### config.mk
export PLATFORM = sky130hd
export DESIGN_NAME = hsi2rgb_cordic
export DESIGN_NICKNAME = d
export VERILOG_FILES = /design/src/rtl/hsi2rgb_pkg.sv /design/src/rtl/hsi2rgb_cordic.sv
export SDC_FILE = /design/constraint.sdc
export NUM_CORES = 2
export LEC_CHECK = 0
export BUFFER_PORTS_ARGS = -buffer_cell sky130_fd_sc_hd__buf_2
export CAP_MARGIN = 20
export CORE_MARGIN = 2
export CORE_UTILIZATION = 69
export DETAILED_ROUTE_END_ITERATION = 10
export PLACE_DENSITY = 0.95
export SETUP_SLACK_MARGIN = 0.1
export SYNTH_ARGS = -nofsm -noshare
export SYNTH_HDL_FRONTEND = slang
export SYNTH_SLANG_ARGS = --single-unit
### constraint.sdc
create_clock -name clk -period 9.64 [get_ports clk]
set_clock_uncertainty 0.05 [all_clocks]
set_input_delay 2.892 -clock clk [delete_from_list [all_inputs] [get_ports clk]]
set_output_delay 2.892 -clock clk [all_outputs]
set_load 0.03 [all_outputs]
### src/rtl/hsi2rgb_pkg.sv
// Shared types, constants and helpers for the HSI to RGB converter pipeline.
// No dependencies.
`default_nettype none

package hsi2rgb_pkg;

	localparam int unsigned CH_W         = 17;
	localparam logic [CH_W-1:0] ONE_Q16  = 17'd65536;
	localparam int unsigned HALF_Q16     = 32768;
	localparam int unsigned HALF_SQRT3   = 56756;

	localparam int unsigned CORDIC_STEPS = 16;
	localparam int unsigned CW           = 33;
	localparam int unsigned ZW           = 25;
	localparam logic signed [CW-1:0] CORDIC_START = 33'sd1073741824;
	localparam logic signed [ZW-1:0] DEG60_Q16    = 25'sd3932160;

	localparam logic signed [ZW-1:0] ATAN_DEG_Q16 [CORDIC_STEPS] = '{
		25'sd2949120, 25'sd1740967, 25'sd919879, 25'sd466945,
		25'sd234379,  25'sd117304,  25'sd58666,  25'sd29335,
		25'sd14668,   25'sd7334,    25'sd3667,   25'sd1833,
		25'sd917,     25'sd458,     25'sd229,    25'sd115
	};

	localparam int unsigned DEN_W     = 32;
	localparam int unsigned NUM_W     = 48;
	localparam int unsigned QUOT_BITS = 18;
	localparam int unsigned Q_W       = 20;

	localparam int unsigned MIX_STAGES   = 5;
	localparam int unsigned PIPE_LATENCY = 1 + CORDIC_STEPS + 1 + QUOT_BITS + 1 + MIX_STAGES;

	typedef enum logic [1:0] {
		SECTOR_RG = 2'd0,
		SECTOR_GB = 2'd1,
		SECTOR_BR = 2'd2
	} sector_t;

	typedef struct packed {
		sector_t         sector;
		logic [CH_W-1:0] sat;
		logic [CH_W-1:0] inten;
	} side_t;

	// arithmetic shift right that rounds toward zero
	function automatic logic signed [CW-1:0] shr_trunc(input logic signed [CW-1:0] v,
		input int unsigned k);
		logic signed [CW-1:0] sh;
		logic [CW-1:0] mask;
		sh   = v >>> k;
		mask = ~({CW{1'b1}} << k);
		if (v[CW-1] && ((v & mask) != '0)) begin
			sh = sh + {{(CW-1){1'b0}}, 1'b1};
		end
		return sh;
	endfunction

endpackage

`default_nettype wire

### src/rtl/hsi2rgb_cordic.sv
// Front stage (sector split, angle bin, input clamps) and the CORDIC rotation pipeline.
// Depends on hsi2rgb_pkg.
`default_nettype none

module hsi2rgb_cordic import hsi2rgb_pkg::*; #(
	parameter int unsigned ANGLE_TABLE_BITS = 10
) (
	input  logic                 clk,
	input  logic                 arst_n,
	input  logic                 in_valid,
	input  logic [15:0]          hue,
	input  logic [CH_W-1:0]      saturation,
	input  logic [CH_W-1:0]      intensity,
	output logic                 out_valid,
	output side_t                out_side,
	output logic signed [CW-1:0] out_x,
	output logic signed [CW-1:0] out_y
);

	localparam int unsigned FRAC_BITS = 16 - ANGLE_TABLE_BITS;
	localparam logic [15:0] BIN_MASK  = 16'({16{1'b1}} << FRAC_BITS);

	logic [17:0]          pos3;
	logic [15:0]          bin_pos;
	logic signed [ZW-1:0] z_in;
	logic [CH_W-1:0]      sat_c;
	logic [CH_W-1:0]      inten_c;

	logic                 v_s    [0:CORDIC_STEPS];
	side_t                side_s [0:CORDIC_STEPS];
	logic signed [CW-1:0] x_s    [0:CORDIC_STEPS];
	logic signed [CW-1:0] y_s    [0:CORDIC_STEPS];
	logic signed [ZW-1:0] z_s    [0:CORDIC_STEPS];

	always_comb begin
		pos3    = {2'b00, hue} + {1'b0, hue, 1'b0};
		bin_pos = pos3[15:0] & BIN_MASK;
		// bin * 120 degrees, minus 60 degrees
		z_in    = {2'b00, bin_pos, 7'b0} - {6'b0, bin_pos, 3'b0} - DEG60_Q16;
		sat_c   = (saturation > ONE_Q16) ? ONE_Q16 : saturation;
		inten_c = (intensity > ONE_Q16) ? ONE_Q16 : intensity;
	end

	always_ff @(posedge clk or negedge arst_n) begin
		if (!arst_n) begin
			v_s[0] <= 1'b0;
		end else begin
			v_s[0] <= in_valid;
		end
	end

	always_ff @(posedge clk) begin
		x_s[0]           <= CORDIC_START;
		y_s[0]           <= '0;
		z_s[0]           <= z_in;
		side_s[0].sector <= sector_t'(pos3[17:16]);
		side_s[0].sat    <= sat_c;
		side_s[0].inten  <= inten_c;
	end

	genvar k;
	for (k = 0; k < CORDIC_STEPS; k++) begin : g_step
		logic signed [CW-1:0] dx;
		logic signed [CW-1:0] dy;

		assign dx = shr_trunc(y_s[k], k);
		assign dy = shr_trunc(x_s[k], k);

		always_ff @(posedge clk or negedge arst_n) begin
			if (!arst_n) begin
				v_s[k+1] <= 1'b0;
			end else begin
				v_s[k+1] <= v_s[k];
			end
		end

		always_ff @(posedge clk) begin
			side_s[k+1] <= side_s[k];
			if (!z_s[k][ZW-1]) begin
				x_s[k+1] <= x_s[k] - dx;
				y_s[k+1] <= y_s[k] + dy;
				z_s[k+1] <= z_s[k] - ATAN_DEG_Q16[k];
			end else begin
				x_s[k+1] <= x_s[k] + dx;
				y_s[k+1] <= y_s[k] - dy;
				z_s[k+1] <= z_s[k] + ATAN_DEG_Q16[k];
			end
		end
	end

	assign out_valid = v_s[CORDIC_STEPS];
	assign out_side  = side_s[CORDIC_STEPS];
	assign out_x     = x_s[CORDIC_STEPS];
	assign out_y     = y_s[CORDIC_STEPS];

endmodule

`default_nettype wire

==> flow_summary.ini <==
[job]
maxCapViolations = 0

[finish]
syn_to_final_growth_pct = 8.613
fillers = 9556
nets = 12270
layout-drive-gt1-share_pct = 6.187
final_cells = 13180
fin_util_pct = 75.64
postLayoutCellArea_sq_um = 107400

[placement]
postPlaceCellArea_sq_um = 101300
port_buffers = 155
dp_hpwl_mm = 222.5
dp.cells = 12860
routabilityCongestion = 1.046

[yosys]
synth_area_sq_um = 98840
ys_top_cells_by_count = 1673 x dfxtp_1, 1153 x xnor2_1, 1028 x ha_1
synth_area_leaders = dfxtp_1 34%, ha_1 13%, xnor2_1 10%
yosysMostFrequentCell = dfxtp_1
seq_area_frac_synth_pct = 34.31
ys_warn_count = 0
async_flop_share_pct = 1.006
avgSynthCellArea_sq_um = 8.973
synth_top_cell_by_area = dfxtp_1
ys_seq_elements = 1690
synth_cells = 11020
synth_cell_type_count = 124
synthFlopType = dfxtp_1
synth_top_area_share_pct = 33.88
synth_nets = 12140
synth_edf_count = 0

[worst_hold_path]
min_from = side_s[0][96]$_DFF_P_
hold_class = register to register

[clock_tree]
insertion_delay_ns = 0.86
hold_buffers = 0
cts_tree = done
cts_buffers = 166
cts_root_buf = clkbuf_16
clk_pin_slew_ns = 0.07
postCtsSetupRepairBufs = 0
clock_sinks = 1690
htreeDepth = 4
post_cts_resized = 0
clock_path_buffers = 3

[detailed_routing]
via_count = 86820
dr.pass1.iters = 7
drc_errors = 0
routed_via_density = 6.586
wl_mm = 299.8
drt_iter0_markers = 8953
wl_per_cell_um = 22.74
drtAntennaViolNets = 0

[critical_path]
crit_start = x_s[9][32]$_DFF_P_
endpoint_kind = register
cp_data_required_time_ns = 10.32
worst_setup_path_start_kind = register
crit_arrival_ns = 7.44
cp_max_fo = 7
r2r-start = x_s[9][32]$_DFF_P_
path_class = register to register

[die]
die_w_um = 382.5
die_y_um = 382.5
io_pins = 156
initial_core_util_pct = 69.64
dieArea_sq_um = 146300
core_area_sq_um = 141900
rows = 138

[global_routing]
grt_pass1_wl_mm = 461.0
grt_start_max_net_pins = 60
antenna_found_initial = 27
grt_overflow = 0
grt_use_total_pct = 39.46
grt_pass1_vias = 84250

[sta]
worst_pin_slew_ns = 1.240
fin_crit_sh_pct = 70.05
grt_setup_unrepaired = no
drv_slew = 0
post-route-min-period_ns = 6.753
setup_viol = 0
fmax_mhz = 148.1
setup_tns_ns = 0
hold_violations = 0
relSlewSlack_pct = 16.60

[outcome]
status = finished, final reports clean
## path summary, 6_finish.rpt
kind	to	slack [ns]	cells past startpoint
max in group asynchronous	v_s[16]$_DFF_PN0_	7.37	1
worst max register to register	y_s[10][31]$_DFF_P_	2.89	23
min in group asynchronous	out_valid$_DFF_PN0_	1.92	1
worst min register to register	side_s[0][132]$_DFF_P_	0.24	0
worst max-delay path	y_s[10][31]$_DFF_P_	2.89	23
worst min-delay path	side_s[0][132]$_DFF_P_	0.24	0
## cell type report
type                    instances  area, sq um  share of cell area (%)
diodes                         11        27.53                 0.02564
clock buffers                 219         4583                   4.269
clock inverters                83         1365                   1.272
inverters                     433         1625                   1.514
multi-input cells            8656        62360                   58.08
flip-flops and latches       1690        33930                   31.60
well taps                    1890         2365                   2.203
repair buffers                201         1106                   1.030
## state kept, by name, indices dropped and copies added (netlist names)
name	count
out_valid	1
y_s	362
z_s	339
v_s	16
x_s	360
side_s	612
## metal layers
layer,wire (um),global-route usage (%)
met1,112400,45.97
met3,27740,8.462
met2,137900,65.66
met4,21620,25.52
met5,63,0
## per-stage QoR
step	hold slack [ns]	worst slack [ns]
after detailed placement	0.2621	2.254
final	0.2353	2.887
after global placement	0.2598	2.204
after floorplan	0.2596	3.031
after global routing	0.2398	2.479
after CTS	0.2328	3.007
## critical path, cell delays in order (launching register included)
cell,delay [ns]
dfxtp_1,0.59
inv_1,0.26
a311oi_1,0.79
nand2_1,0.23
xnor2_1,0.21
a2111o_1,0.49
nand3b_1,0.25
nor3_2,0.40
nor2_1,0.07
a2111oi_0,0.39
a221oi_1,0.13
xnor2_1,0.18
ha_1,0.37
a21oi_1,0.18
nor2b_1,0.07
o21ai_0,0.18
nand2_1,0.07
a31oi_1,0.36
o211a_1,0.25
o31ai_1,0.10
or4_1,0.44
a31o_2,0.25
a21oi_1,0.18
xnor2_1,0.16
## logic make-up after synthesis
| group | after synthesis | share of synthesized area (%) |
|---|---|---|
| compound gates | 2869 | 18.82 |
| xor+xnor | 1621 | 14.42 |
| fa+ha+maj | 1066 | 13.78 |
| buf+inv | 670 | 2.606 |
| flops | 1690 | 34.31 |
| mux | 55 | 0.5810 |
| simple gates | 3045 | 15.47 |
## cell usage in the layout, fill, tap and decap left out, drive strengths merged, types with 95 or more instances in the layout
| cell | count |
|---|---|
| dfxtp | 1673 |
| xnor2 | 1155 |
| ha | 1028 |
| a21oi | 906 |
| nor2 | 817 |
| nand2 | 544 |
| o21ai | 497 |
| xor2 | 463 |
| inv | 441 |
| nand3 | 340 |
| a21o | 272 |
| nor3 | 249 |
| clkbuf | 221 |
| buf | 199 |
| and3 | 190 |
| a31oi | 184 |
| nor2b | 171 |
| o21a | 161 |
| o21bai | 125 |
| nand2b | 119 |
| and2 | 117 |
| nand4 | 115 |
| o31ai | 95 |
Power is not shown: default switching activity piles up to over one toggle a cycle in this logic, so the estimate is an artifact.
