[config.mk]
export PLATFORM = sky130hd
export DESIGN_NAME = hsi2rgb_mix
export DESIGN_NICKNAME = d
export VERILOG_FILES = /design/src/rtl/hsi2rgb_pkg.sv /design/src/rtl/hsi2rgb_mix.sv
export SDC_FILE = /design/constraint.sdc
export NUM_CORES = 2
export LEC_CHECK = 0
export ABC_AREA = 1
export BUFFER_PORTS_ARGS = -buffer_cell sky130_fd_sc_hd__buf_2
export CAP_MARGIN = 0
export CELL_PAD_IN_SITES_DETAIL_PLACEMENT = 0
export CELL_PAD_IN_SITES_GLOBAL_PLACEMENT = 2
export CORE_ASPECT_RATIO = 0.75
export CORE_MARGIN = 2
export CORE_UTILIZATION = 40
export CTS_CLUSTER_DIAMETER = 60
export DETAILED_ROUTE_END_ITERATION = 12
export PLACE_DENSITY = 0.82
export RECOVER_POWER = 50
export SLEW_MARGIN = 40
export SYNTH_ARGS = -nofsm -noshare
export SYNTH_HDL_FRONTEND = slang
export SYNTH_SLANG_ARGS = --single-unit
[constraint.sdc]
create_clock -name clk -period 7.55 [get_ports clk]
set_input_delay 1.51 -clock clk [delete_from_list [all_inputs] [get_ports clk]]
set_output_delay 1.51 -clock clk [all_outputs]
set_load 0.03 [all_outputs]
[src/rtl/hsi2rgb_pkg.sv]
// Shared types, constants and helpers for the HSI to RGB converter pipeline.
// No dependencies.
`default_nettype none

package hsi2rgb_pkg;

	localparam int unsigned CH_W         = 17;
	localparam logic [CH_W-1:0] ONE_Q16  = 17'd65536;
	localparam int unsigned HALF_Q16     = 32768;
	localparam int unsigned HALF_SQRT3   = 56756;

	localparam int unsigned CORDIC_STEPS = 16;
	localparam int unsigned CW           = 33;
	localparam int unsigned ZW           = 25;
	localparam logic signed [CW-1:0] CORDIC_START = 33'sd1073741824;
	localparam logic signed [ZW-1:0] DEG60_Q16    = 25'sd3932160;

	localparam logic signed [ZW-1:0] ATAN_DEG_Q16 [CORDIC_STEPS] = '{
		25'sd2949120, 25'sd1740967, 25'sd919879, 25'sd466945,
		25'sd234379,  25'sd117304,  25'sd58666,  25'sd29335,
		25'sd14668,   25'sd7334,    25'sd3667,   25'sd1833,
		25'sd917,     25'sd458,     25'sd229,    25'sd115
	};

	localparam int unsigned DEN_W     = 32;
	localparam int unsigned NUM_W     = 48;
	localparam int unsigned QUOT_BITS = 18;
	localparam int unsigned Q_W       = 20;

	localparam int unsigned MIX_STAGES   = 5;
	localparam int unsigned PIPE_LATENCY = 1 + CORDIC_STEPS + 1 + QUOT_BITS + 1 + MIX_STAGES;

	typedef enum logic [1:0] {
		SECTOR_RG = 2'd0,
		SECTOR_GB = 2'd1,
		SECTOR_BR = 2'd2
	} sector_t;

	typedef struct packed {
		sector_t         sector;
		logic [CH_W-1:0] sat;
		logic [CH_W-1:0] inten;
	} side_t;

	// arithmetic shift right that rounds toward zero
	function automatic logic signed [CW-1:0] shr_trunc(input logic signed [CW-1:0] v,
		input int unsigned k);
		logic signed [CW-1:0] sh;
		logic [CW-1:0] mask;
		sh   = v >>> k;
		mask = ~({CW{1'b1}} << k);
		if (v[CW-1] && ((v & mask) != '0)) begin
			sh = sh + {{(CW-1){1'b0}}, 1'b1};
		end
		return sh;
	endfunction

endpackage

`default_nettype wire

[src/rtl/hsi2rgb_mix.sv]
// Channel mixing: saturation products, sector routing, intensity scaling,
// saturation to 1.0 and the lamp decision. Uses hsi2rgb_pkg.
`default_nettype none

module hsi2rgb_mix import hsi2rgb_pkg::*; (
	input  logic                  clk,
	input  logic                  arst_n,
	input  logic                  in_valid,
	input  side_t                 in_side,
	input  logic signed [Q_W-1:0] in_q,
	output logic                  out_valid,
	output logic [CH_W-1:0]       red,
	output logic [CH_W-1:0]       green,
	output logic [CH_W-1:0]       blue,
	output logic                  lamp_on
);

	localparam int unsigned PW    = 39;
	localparam int unsigned CHW   = 18;
	localparam int unsigned PRD_W = CHW + CH_W;
	localparam int unsigned SUM_W = CH_W + 2;
	localparam logic [SUM_W-1:0] LAMP_LIMIT = 19'd98304;

	// channel = 1 + p/65536 (truncating), clamped at zero
	function automatic logic [CHW-1:0] chan_of(input logic signed [PW-1:0] p);
		logic signed [PW-1:0] t;
		t = p >>> 16;
		if (p[PW-1] && (p[15:0] != '0)) begin
			t = t + PW'(1);
		end
		t = t + PW'(65536);
		return t[PW-1] ? '0 : t[CHW-1:0];
	endfunction

	function automatic logic [CH_W-1:0] scale_sat(input logic [PRD_W-1:0] p);
		logic [PRD_W-17:0] v;
		v = p[PRD_W-1:16];
		return (v > (PRD_W-16)'(ONE_Q16)) ? ONE_Q16 : v[CH_W-1:0];
	endfunction

	logic signed [17:0]    s_sg;
	logic signed [Q_W:0]   qf_c;
	logic signed [PW-1:0]  pdom_c;
	logic signed [PW-1:0]  pfol_c;
	logic [CHW-1:0]        dom_c;
	logic [CHW-1:0]        fol_c;
	logic [CHW-1:0]        con_c;
	logic [CHW-1:0]        chr_c;
	logic [CHW-1:0]        chg_c;
	logic [CHW-1:0]        chb_c;
	logic [SUM_W-1:0]      sum_c;

	logic                  v_s1;
	side_t                 side_s1;
	logic signed [PW-1:0]  pdom_s1;
	logic signed [PW-1:0]  pfol_s1;

	logic                  v_s2;
	logic [CH_W-1:0]       inten_s2;
	logic [CHW-1:0]        chr_s2;
	logic [CHW-1:0]        chg_s2;
	logic [CHW-1:0]        chb_s2;

	logic                  v_s3;
	logic [PRD_W-1:0]      pr_s3;
	logic [PRD_W-1:0]      pg_s3;
	logic [PRD_W-1:0]      pb_s3;

	logic                  v_s4;
	logic [CH_W-1:0]       r_s4;
	logic [CH_W-1:0]       g_s4;
	logic [CH_W-1:0]       b_s4;

	always_comb begin
		s_sg   = {1'b0, in_side.sat};
		qf_c   = 21'sd65536 - (Q_W+1)'(in_q);
		pdom_c = PW'(s_sg) * PW'(in_q);
		pfol_c = PW'(s_sg) * PW'(qf_c);
	end

	always_comb begin
		dom_c = chan_of(pdom_s1);
		fol_c = chan_of(pfol_s1);
		con_c = CHW'(ONE_Q16) - CHW'(side_s1.sat);
		case (side_s1.sector)
			SECTOR_RG: begin
				chr_c = dom_c;
				chg_c = fol_c;
				chb_c = con_c;
			end
			SECTOR_GB: begin
				chr_c = con_c;
				chg_c = dom_c;
				chb_c = fol_c;
			end
			SECTOR_BR: begin
				chr_c = fol_c;
				chg_c = con_c;
				chb_c = dom_c;
			end
			default: begin
				chr_c = '0;
				chg_c = '0;
				chb_c = '0;
			end
		endcase
	end

	assign sum_c = SUM_W'(r_s4) + SUM_W'(g_s4) + SUM_W'(b_s4);

	always_ff @(posedge clk or negedge arst_n) begin
		if (!arst_n) begin
			v_s1      <= 1'b0;
			v_s2      <= 1'b0;
			v_s3      <= 1'b0;
			v_s4      <= 1'b0;
			out_valid <= 1'b0;
		end else begin
			v_s1      <= in_valid;
			v_s2      <= v_s1;
			v_s3      <= v_s2;
			v_s4      <= v_s3;
			out_valid <= v_s4;
		end
	end

	always_ff @(posedge clk) begin
		side_s1  <= in_side;
		pdom_s1  <= pdom_c;
		pfol_s1  <= pfol_c;

		inten_s2 <= side_s1.inten;
		chr_s2   <= chr_c;
		chg_s2   <= chg_c;
		chb_s2   <= chb_c;

		pr_s3    <= PRD_W'(chr_s2) * PRD_W'(inten_s2);
		pg_s3    <= PRD_W'(chg_s2) * PRD_W'(inten_s2);
		pb_s3    <= PRD_W'(chb_s2) * PRD_W'(inten_s2);

		r_s4     <= scale_sat(pr_s3);
		g_s4     <= scale_sat(pg_s3);
		b_s4     <= scale_sat(pb_s3);

		red      <= r_s4;
		green    <= g_s4;
		blue     <= b_s4;
		lamp_on  <= sum_c > LAMP_LIMIT;
	end

endmodule

`default_nettype wire

==> key figures <==
STA
  • Total count of max-transition violations in the final report: 17
  • Setup violators final: 0
  • Final Critical Period: between 7000 and 8000 ps
  • Slew at the pin closest to its max-slew limit: between 1500 and 2000 ps
  • Final Hold Violating Endpoints: 0
  • Post-route clock period utilization: a little over nine tenths
  • Worst hold slack: 318 ps
  • Layout Skew: around 31 ps
  • Final-layout setup total negative slack: 0 ps
  • Worst slew margin relative to its limit: -6.58%
  • Fmax: roughly 140 MHz

Final layout
  • Layout area overhead: 11.0%
  • Most frequent standard cell in the layout excluding fill and tap cells: sky130_fd_sc_hd__inv_1
  • # nets final: 11000
  • Layout cells sized above 1: roughly 8.5%
  • Post-Route Utilization: between 40% and 50%
  • Multi-input combinational cell area: between 50000 and 60000 sq um
  • Sequential standard cell area: around 7100 sq um
  • Final standard cell count with taps included and fillers excluded: 11300
  • Filler Cell Count: ~17000
  • Leading cell types in the layout, fill and taps excluded: 2385 x sky130_fd_sc_hd__inv_1, 2142 x sky130_fd_sc_hd__nand2_1, 1414 x sky130_fd_sc_hd__fa_1

Run
  • Total of max-cap violations: 1

Synthesis
  • Yosys warns: 0
  • Flops & latches, synth: 348
  • Async set or reset register ratio after synthesis: roughly 1.4%
  • Top flip-flop cell by instance count after synthesis: sky130_fd_sc_hd__dfxtp_1
  • Combinational family with the most area after synthesis: adder cells
  • Post-Synth Adder-Cell Area: between 50% and 60%
  • Synth area leaders: sky130_fd_sc_hd__fa_1 41%, sky130_fd_sc_hd__inv_1 13%, sky130_fd_sc_hd__nand2_1 12%, sky130_fd_sc_hd__dfxtp_1 10%, sky130_fd_sc_hd__ha_1 9.7%
  • Multiplexer share of the synthesized area: 0%
  • Post-synth EDFFs: 0
  • Synth unique cells: 55
  • Syn Inst Count: 8742
  • Post-Syn Area: 68800 sq um
  • Cell accounting for the most synthesized area: sky130_fd_sc_hd__fa_1
  • Xor and xnor area share after synthesis: under 10%
  • Post-Synthesis Net Count: roughly 11000
  • Share of synthesized area occupied by flip-flops and latches: roughly 10%
  • Mean instance size in the synthesized netlist: roughly 7.9 sq um
  • Fraction of the mapped netlist area in simple logic gates: 17.7%
  • Portion of synthesized cell area occupied by the leading cell type: between 40% and 50%
  • Complex-gate fraction of the synthesized area: approximately 3.8%

Floorplan
  • Die footprint: ~180000 sq um
  • Chip height: between 300 and 400 um
  • Effective utilization at floorplan: 40.4%
  • Count of pins on the block boundary: approximately 110
  • Core area: ~170000 sq um
  • Num rows: about 130
  • Die outline width: between 400 and 500 um

Run status
  • Run status: complete, but fails checks
  • Failing checks: max-capacitance violations, max-slew violations

Place
  • DP Cell Count: approximately 11000
  • Sum of net half-perimeters after detailed placement: between 150 and 200 mm
  • Routability congestion estimate from global placement: 0.950
  • Port bufs: roughly 110

Worst setup path
  • Crit-path max cell delay: approximately 540 ps
  • Worst setup SP type: input port
  • Slowest library cell on the worst path: sky130_fd_sc_hd__fa_1
  • Most common cell type on the critical path: sky130_fd_sc_hd__fa_1
  • Nature of the critical path endpoint: flip-flop
  • Critical path class: input port to flip-flop
  • Data arrival time of the critical path: between 7000 and 8000 ps
  • Data required time of the worst path: 8080 ps
  • CP Max Fanout: 7

Clock network
  • Post-cts hold buffer count: 0
  • # clock sinks: approximately 350
  • Count of H-tree levels built during CTS: 2
  • TritonCTS clock tree: done
  • Insertion delay of the later-clocked pin in the worst-skew pair: roughly 650 ps
  • Root buffer cell: sky130_fd_sc_hd__clkbuf_16
  • Reg clk slew, reported paths: about 60 ps
  • Maximum clock insertion buffer count: 3
  • Inserted Clock Buffers: 45

Detailed routing
  • Mean number of vias per cell: about 4.9
  • WL/cell: 19.2 um
  • Post-detailed-route DRC marker count: 0
  • DRT Pass-1 Iters: 6
  • Wire length on met2: 87.4 mm
  • Detailed Route Iter0 Violations: approximately 4000
  • Routed via count: 54800
  • Wire length on met1: roughly 110 mm
  • Number of nets still failing antenna checks after routing: 0
  • Highest metal used: met5
  • WL met3: around 18 mm
  • Total detailed-routing wirelength: 216 mm

Global routing
  • Antenna violations before repair: 7
  • First-pass GRT wire length: between 300 and 400 mm
  • Number of global-route vias before repair: 58800
  • Remaining global-route overflow: 0
  • Pin count of the biggest net entering global routing: 55
  • All-layer global routing usage: between 20% and 30%

Min path
  • Worst min-delay path class: flip-flop to flip-flop
final timing paths:
kind | end | cells after the start | start | slack, ps
min in group asynchronous | v_s2 | 1 | arst_n | 710
worst min-delay path | inten_s2[2] | 0 | side_s1[2] | 320
worst max-delay path | pfol_s1[35] | 29 | in_q[2] | 300
worst min register to register | inten_s2[2] | 0 | side_s1[2] | 320
max in group asynchronous | out_valid | 1 | arst_n | 6640
worst max register to register | pb_s3[28] | 22 | inten_s2[2] | 1090
repair_timing:
item,4_1_cts,5_1_grt
setup endpoints to repair,0,23
gates resized for setup,0,68
buffers inserted,0,9
Yosys cell counts (all sizes together) (5+ instances only):
| master | n |
|---|---|
| inv | 2407 |
| nand2 | 2160 |
| fa | 1420 |
| ha | 533 |
| nor2 | 462 |
| dfxtp | 343 |
| clkbuf | 313 |
| nand3 | 275 |
| a21oi | 197 |
| o21ai | 135 |
| xor2 | 110 |
| xnor2 | 63 |
| nor3 | 52 |
| buf | 43 |
| nand4 | 43 |
| nor4 | 27 |
| o21bai | 26 |
| a21o | 19 |
| a31oi | 14 |
| clkinv | 13 |
| a221oi | 11 |
| o21a | 11 |
| a21boi | 10 |
| nand3b | 10 |
| or2 | 8 |
| o211ai | 7 |
| a211oi | 5 |
| dfrtp | 5 |
| o2111ai | 5 |
routing by layer:
metal  up-vias  global-route usage [%]
met4         2                    4.14
met1     27400                    38.9
li1      25600                       -
met5         -                       0
met2      1614                    37.2
met3       186                    5.22
flip-flops by register name, summed over array words and instances (netlist names), 18 cells and up:
register and flops:
pdom_s1 37, pg_s3 19, pb_s3 19, chr_s2 18, pfol_s1 39, side_s1 36
chb_s2 18, chg_s2 18, pr_s3 19
kinds of logic after synthesis:
| kind of cell | after synthesis |
|---|---|
| AO/OA/AOI/OAI | 452 |
| XOR/XNOR | 173 |
| adder cells (fa/ha/maj) | 1953 |
| buffers and inverters | 2776 |
| flip-flops | 348 |
| AND/OR/NAND/NOR | 3040 |
per-stage QoR:
step / setup slack [ps] / instance area, sq um
finish: 297 / 76400
detailed placement: -553 / 74500
CTS: 125 / 76100
global route: -11.0 / 76400
global placement: -425 / 74400
floorplan: -177 / 69200
critical path: cells and delay by family:
kind	cells	cell delay, ps
compound gates	5	850
buf+inv	8	970
fa+ha+maj	7	3250
xor+xnor	1	160
simple gates	8	1040
layout make-up:
type / instances / area share [%]
Clock inverter: 30 / 0.503
Inverter: 2420 / 11.9
Timing Repair Buffer: 540 / 5.16
Tap cell: 2261 / 3.70
Sequential cell: 348 / 9.25
Multi-Input combinational cell: 5618 / 67.9
Antenna cell: 1 / 0.00327
Clock buffer: 52 / 1.60
Power is left out: the tool's default activity adds up to more than one toggle a clock period on the data nets, which glitch-free logic cannot reach.
